## src/hw/rtl/crt_divider.sv

```systemverilog
`timescale 1ns / 1ps
// ----------------------------------------------------------------------------
// crt_divider
// Restoring divider, one quotient bit per cycle, unsigned N-bit operands.
// ----------------------------------------------------------------------------
module crt_divider #(
  parameter int N = 16
) (
  input  logic         clk,
  input  logic         rst,
  input  logic         start,
  input  logic [N-1:0] dividend,
  input  logic [N-1:0] divisor,
  output logic         done,
  output logic [N-1:0] quotient,
  output logic [N-1:0] remainder
);

  localparam int CW = $clog2(N + 1);

  logic [N-1:0]  quo;
  logic [N:0]    rem;
  logic [N-1:0]  dvs;
  logic [CW-1:0] count;
  logic          busy;
  logic [N:0]    trial;
  logic [N:0]    diff;

  assign trial = {rem[N-1:0], quo[N-1]};
  assign diff  = trial - {1'b0, dvs};

  always_ff @(posedge clk) begin
    if (rst) begin
      busy  <= 1'b0;
      done  <= 1'b0;
      count <= '0;
    end else begin
      done <= 1'b0;
      if (start) begin
        busy  <= 1'b1;
        count <= CW'(N);
        quo   <= dividend;
        rem   <= '0;
        dvs   <= divisor;
      end else if (busy) begin
        if (diff[N]) begin
          rem <= trial;
          quo <= {quo[N-2:0], 1'b0};
        end else begin
          rem <= diff;
          quo <= {quo[N-2:0], 1'b1};
        end
        count <= count - 1'b1;
        if (count == CW'(1)) begin
          busy <= 1'b0;
          done <= 1'b1;
        end
      end
    end
  end

  assign quotient  = quo;
  assign remainder = rem[N-1:0];

endmodule

```

## config.mk

```make
export PLATFORM = sky130hd
export DESIGN_NAME = crt_divider
export DESIGN_NICKNAME = d
export VERILOG_FILES = /design/src/hw/rtl/crt_divider.sv
export SDC_FILE = /design/constraint.sdc
export NUM_CORES = 1
export LEC_CHECK = 0
export ABC_AREA = 1
export BUFFER_PORTS_ARGS = -buffer_cell sky130_fd_sc_hd__buf_4
export CAP_MARGIN = 20
export CORE_MARGIN = 2
export CORE_UTILIZATION = 55
export DETAILED_ROUTE_END_ITERATION = 6
export PLACE_DENSITY_LB_ADDON = 0.25
export SETUP_SLACK_MARGIN = 0.15
export SYNTH_ARGS = -nofsm -noshare
export SYNTH_HDL_FRONTEND = slang
export SYNTH_SLANG_ARGS = --single-unit
```

## constraint.sdc

```tcl
create_clock -name clk -period 4.1 [get_ports clk]
set_input_delay 0.41 -clock clk [delete_from_list [all_inputs] [get_ports clk]]
set_output_delay 0.41 -clock clk [all_outputs]
set_load 0.05 [all_outputs]
```

Yosys cells after proc, flatten, opt, wreduce, memory -nomap -nowiden:

Cells that the tools add are included.

* flip-flop bits (word level): 55
* input port bits: 35
* output and inout port bits: 33

* add/sub/neg operators: 2
* equality and inequality tests: 1
* muxes and demuxes: 11
* bitwise logic cells: 2
* reductions and logical operators: 5

Operators with widths (count)
* $mux W16: 4
* $sub A17 B16 Y17: 1
* $mux W5: 2
* $eq A5 B1 Y1 const B: 1
* $mux W1: 5
* $sub A5 B1 Y5 const B: 1
* $reduce_and A2 Y1: 2
* $reduce_or A3 Y1: 1
* $not A1 Y1: 2
* $reduce_bool A2 Y1: 1
* $reduce_or A2 Y1: 1

Longest topological paths before layout:

* depth after elaboration: 4
* gate-level depth with buffers: 16
* gate-level depth less buffers: 15

Least setup slack after synthesis:

No wires, ideal clock.

* path kind: input to register
* start: in start
* end: reg quo[0], in the netlist quotient[0] (enable)
* arrival: 2.572 ns
* required time: 3.666 ns
* setup slack: 1.094 ns
* cell stages on the path: 3
* path through: clkbuf_1 > clkinv_1 > a21oi_1

* word-level cells in the longest chain between the ends: 2

Ends and longest elaborated chain
* start, declared: RTL line 11 `input logic start,`
* $reduce_bool A2 Y1 (no line)
* $reduce_and A2 Y1 (no line)
* end signal, assigned: RTL line 42 `quo <= dividend;`
* end signal, assigned: RTL line 48 `quo <= {quo[N-2:0], 1'b0};`
* end signal, assigned: RTL line 51 `quo <= {quo[N-2:0], 1'b1};`
* end, declared: RTL line 21 `logic [N-1:0] quo;`

No other way between the ends.
A chain may end at the register's enable or synchronous reset.

Worst setup path in the final report:

* start: reg quo[15], in the netlist quotient[15]
* end: reg rem[15], data pin

* word-level cells in the longest chain between the ends: 3

Ends and longest elaborated chain
* $sub A17 B16 Y17: RTL line 30 `assign diff = trial - {1'b0, dvs};`
* $mux W16: RTL line 46 `if (diff[N]) begin`
* $mux W16: RTL line 45 `end else if (busy) begin`
* end signal, assigned: RTL line 47 `rem <= trial;`
* end signal, assigned: RTL line 50 `rem <= diff;`
* end, declared: RTL line 22 `logic [N:0] rem;`

No other way between the ends. The select of a mux whose other input is x is not followed.

==> results_dict.tcl <==
set metrics [dict create \
    overflow 0 \
    crit_path_start_kind "flip-flop" \
    hold_buffers 0 \
    cts_made_buffers 5 \
    track_usage_pct 22.8 \
    min_to "dvs[7]" \
    tns_ns 0 \
    static-leakage-power_nw 2.11 \
    busiest_layer "met2" \
    drc 0 \
    use_met1_pct 28.1 \
    r2r_end "rem[15]" \
    synth_fp_nets 483 \
    drv_cap 0 \
    die_area_sq_mm 0.00678 \
    status "finished, final reports clean" \
    drt_pass1_iterations 5 \
    min_from "divisor[7]" \
    final_common_cell "nand2_1" \
    wire_per_inst_um 13.2 \
    min_period_over_period_pct 59.6 \
    dpl.cell_count 566 \
    clock_path_buffers 2 \
    fp.dieH_um 82.3 \
    dpl.hpwl_um 5670 \
    routed_wl_um 7580 \
    r2r_slack_ns 1.66 \
    holdPathStages 1 \
    start_util_pct 57.0 \
    grt_pass1_wl_um 11800 \
    max_freq_mhz 409 \
    finalCriticalPeriod_ns 2.44 \
    yosys.area.top_type "edfxtp_1" \
    grt_pass1_vias 2703 \
    viasPerCell 5.03 \
    path_max_fanout 19 \
    worstMarginPinSlew_ns 0.436 \
    vias 2892 \
    fin_hold_ws_ns 0.265 \
    cts_setup_buffers 0 \
    fillers 506 \
    grt_use_met3_pct 4.46 \
    place.gp.congestion 0.873 \
    cts.sinks 55 \
    port_buffers 67 \
    post_cts_resized 0 \
    cts_tree "yes" \
    fp.coreArea_sq_mm 0.00592 \
    final_nets 553 \
    boundaryPins 68 \
    h-tree-depth 2 \
    fin_area_sq_mm 0.00411 \
    fin_skew_ns 0.0111 \
    areaGrowthSynthToFinish_pct 21.7 \
    instances_no_fill 575 \
    drt_iter0_markers 157 \
    end_kind "flip-flop" \
    power_density_mw_per_mm2 407 \
    placed_area_sq_mm 0.00395 \
    irDropWorstVdd_mv 0.225 \
    netlist_instances 429 \
    path_class "reg -> reg" \
    crit_arrival_ns 2.52 \
    ys_seq_area_share_pct 46.8 \
    grt_max_degree 36 \
    synth-seq-cells 55 \
    synth.top_cell.area_share_pct 42.7 \
    mostFrequentLayoutCells "166 x nand2_1, 69 x buf_4, 66 x inv_1, 48 x edfxtp_1, 41 x nor2_1" \
    min_path_type "in -> reg" \
    gr-usage-met2_pct 39.7 \
    cts_root_buf "clkbuf_8" \
    die_w_um 82.3 \
    postLayoutCoreUtil_pct 69.4 \
    slew-limit-headroom_pct 70.9 \
    worstPathRequired_ns 4.17 \
    postRouteAntennaNets 0 \
    cts.clk_slew.worst_paths_ns 0.10 \
    layout-drive-gt1-share_pct 20.4 \
    synth_area_sq_mm 0.00338 \
    final-setup-viol-count 0 \
    r2r_start "quotient[15]" \
    final_max_slew_viol_count 0 \
    synthTopCellsByArea "edfxtp_1 43%, nand2_1 18%, inv_1 7.3%" \
    synth_cell_types 33 \
    clk_latency_ns 0.31 \
    ff2ff_path_depth 15 \
    finalHoldViolations 0 \
    fp-row-count 28 \
    post_synth.cell_area_avg_sq_um 7.87 \
    n_antenna_cell 0 \
    rsz0062_at_grt "false" \
    ys_warn_count 0 \
    antenna_found_initial 0 \
]
[cell type report]
type	instances	area [sq um]	area share, %
Clock buffer	6	72.6	1.77
Clock inverter	2	60.1	1.46
Inverter	69	259	6.30
Multi-Input combinational cell	298	1500	36.4
Sequential cell	55	1580	38.5
Tap cell	75	93.8	2.28
Timing Repair Buffer	70	546	13.3
[worst max path at each step]
| stage | from | end | depth (start not counted) |
|---|---|---|---|
| floorplan | start | quotient[0] | 3 |
| finish | quotient[15] | rem[15] | 15 |
| detailed placement | quotient[15] | rem[13] | 15 |
| CTS | quotient[15] | rem[14] | 15 |
| global route | quotient[15] | rem[1] | 15 |
| global placement | quotient[15] | rem[13] | 15 |
[cell families after synthesis]
kind of cell | share of synthesized area [%]
DFF | 46.8
and+or+nand+nor | 32.7
buffers and inverters | 9.16
xor gates and xnor gates | 1.82
adders and majority gates | 7.26
AOI/OAI and AO/OA | 2.22
[cell usage after synthesis (all sizes together)]
master  count
o21ai       1
a211oi      1
nand4       3
ha         18
a31oi       1
clkinv      1
nand3      14
nand2     175
and3        2
o21a        1
or2         2
fa          1
inv        68
a21oi       9
buf         2
and2        2
nor3        3
nor3b       1
dfxtp       7
xor2        6
edfxtp     48
clkbuf      5
xnor2       1
nor2       52
nand3b      5
[sequential cells by signal, summed over array words and instances, names as in the netlist]
signal    flops
done          1
quotient     16
rem          16
dvs          16
count         5
busy          1
[routing by layer]
| metal | share of wire (%) | wire, um |
|---|---|---|
| met1 | 41 | 3130 |
| met2 | 52 | 3940 |
| met3 | 4.8 | 365 |
| met4 | 2.0 | 150 |
| met5 | 0 | 0 |
[power breakdown]
part	total [mW]	internal [mW]	leakage, nW	switching (mW)
registers	0.695	0.666	0.518	0.0288
clock network	0.423	0.244	0.0654	0.179
logic	0.555	0.188	1.53	0.368
total	1.67	1.10	2.11	0.576
[worst max-delay path: stages, from the launching register on]
cell and delay (ns):
edfxtp_1 0.40, inv_1 0.06, ha_1 0.23, fa_1 0.41, inv_1 0.08, nand2_1 0.05, nand2_1 0.13, nand3_2 0.08
nand2_2 0.10, nand2_2 0.08, nand2_2 0.08, nand2_2 0.07, nand2_4 0.23, nand2_1 0.10, nand2_1 0.07, inv_1 0.03
[stage by stage]
stage | power, mW | setup WS [ns]
finish | 1.67 | 1.66
global route | 1.76 | 1.49
CTS | 1.68 | 1.66
detailed placement | 1.25 | 1.70
global placement | 1.24 | 1.82
floorplan | 1.12 | 1.09
Power figures use the tool's default switching activity.
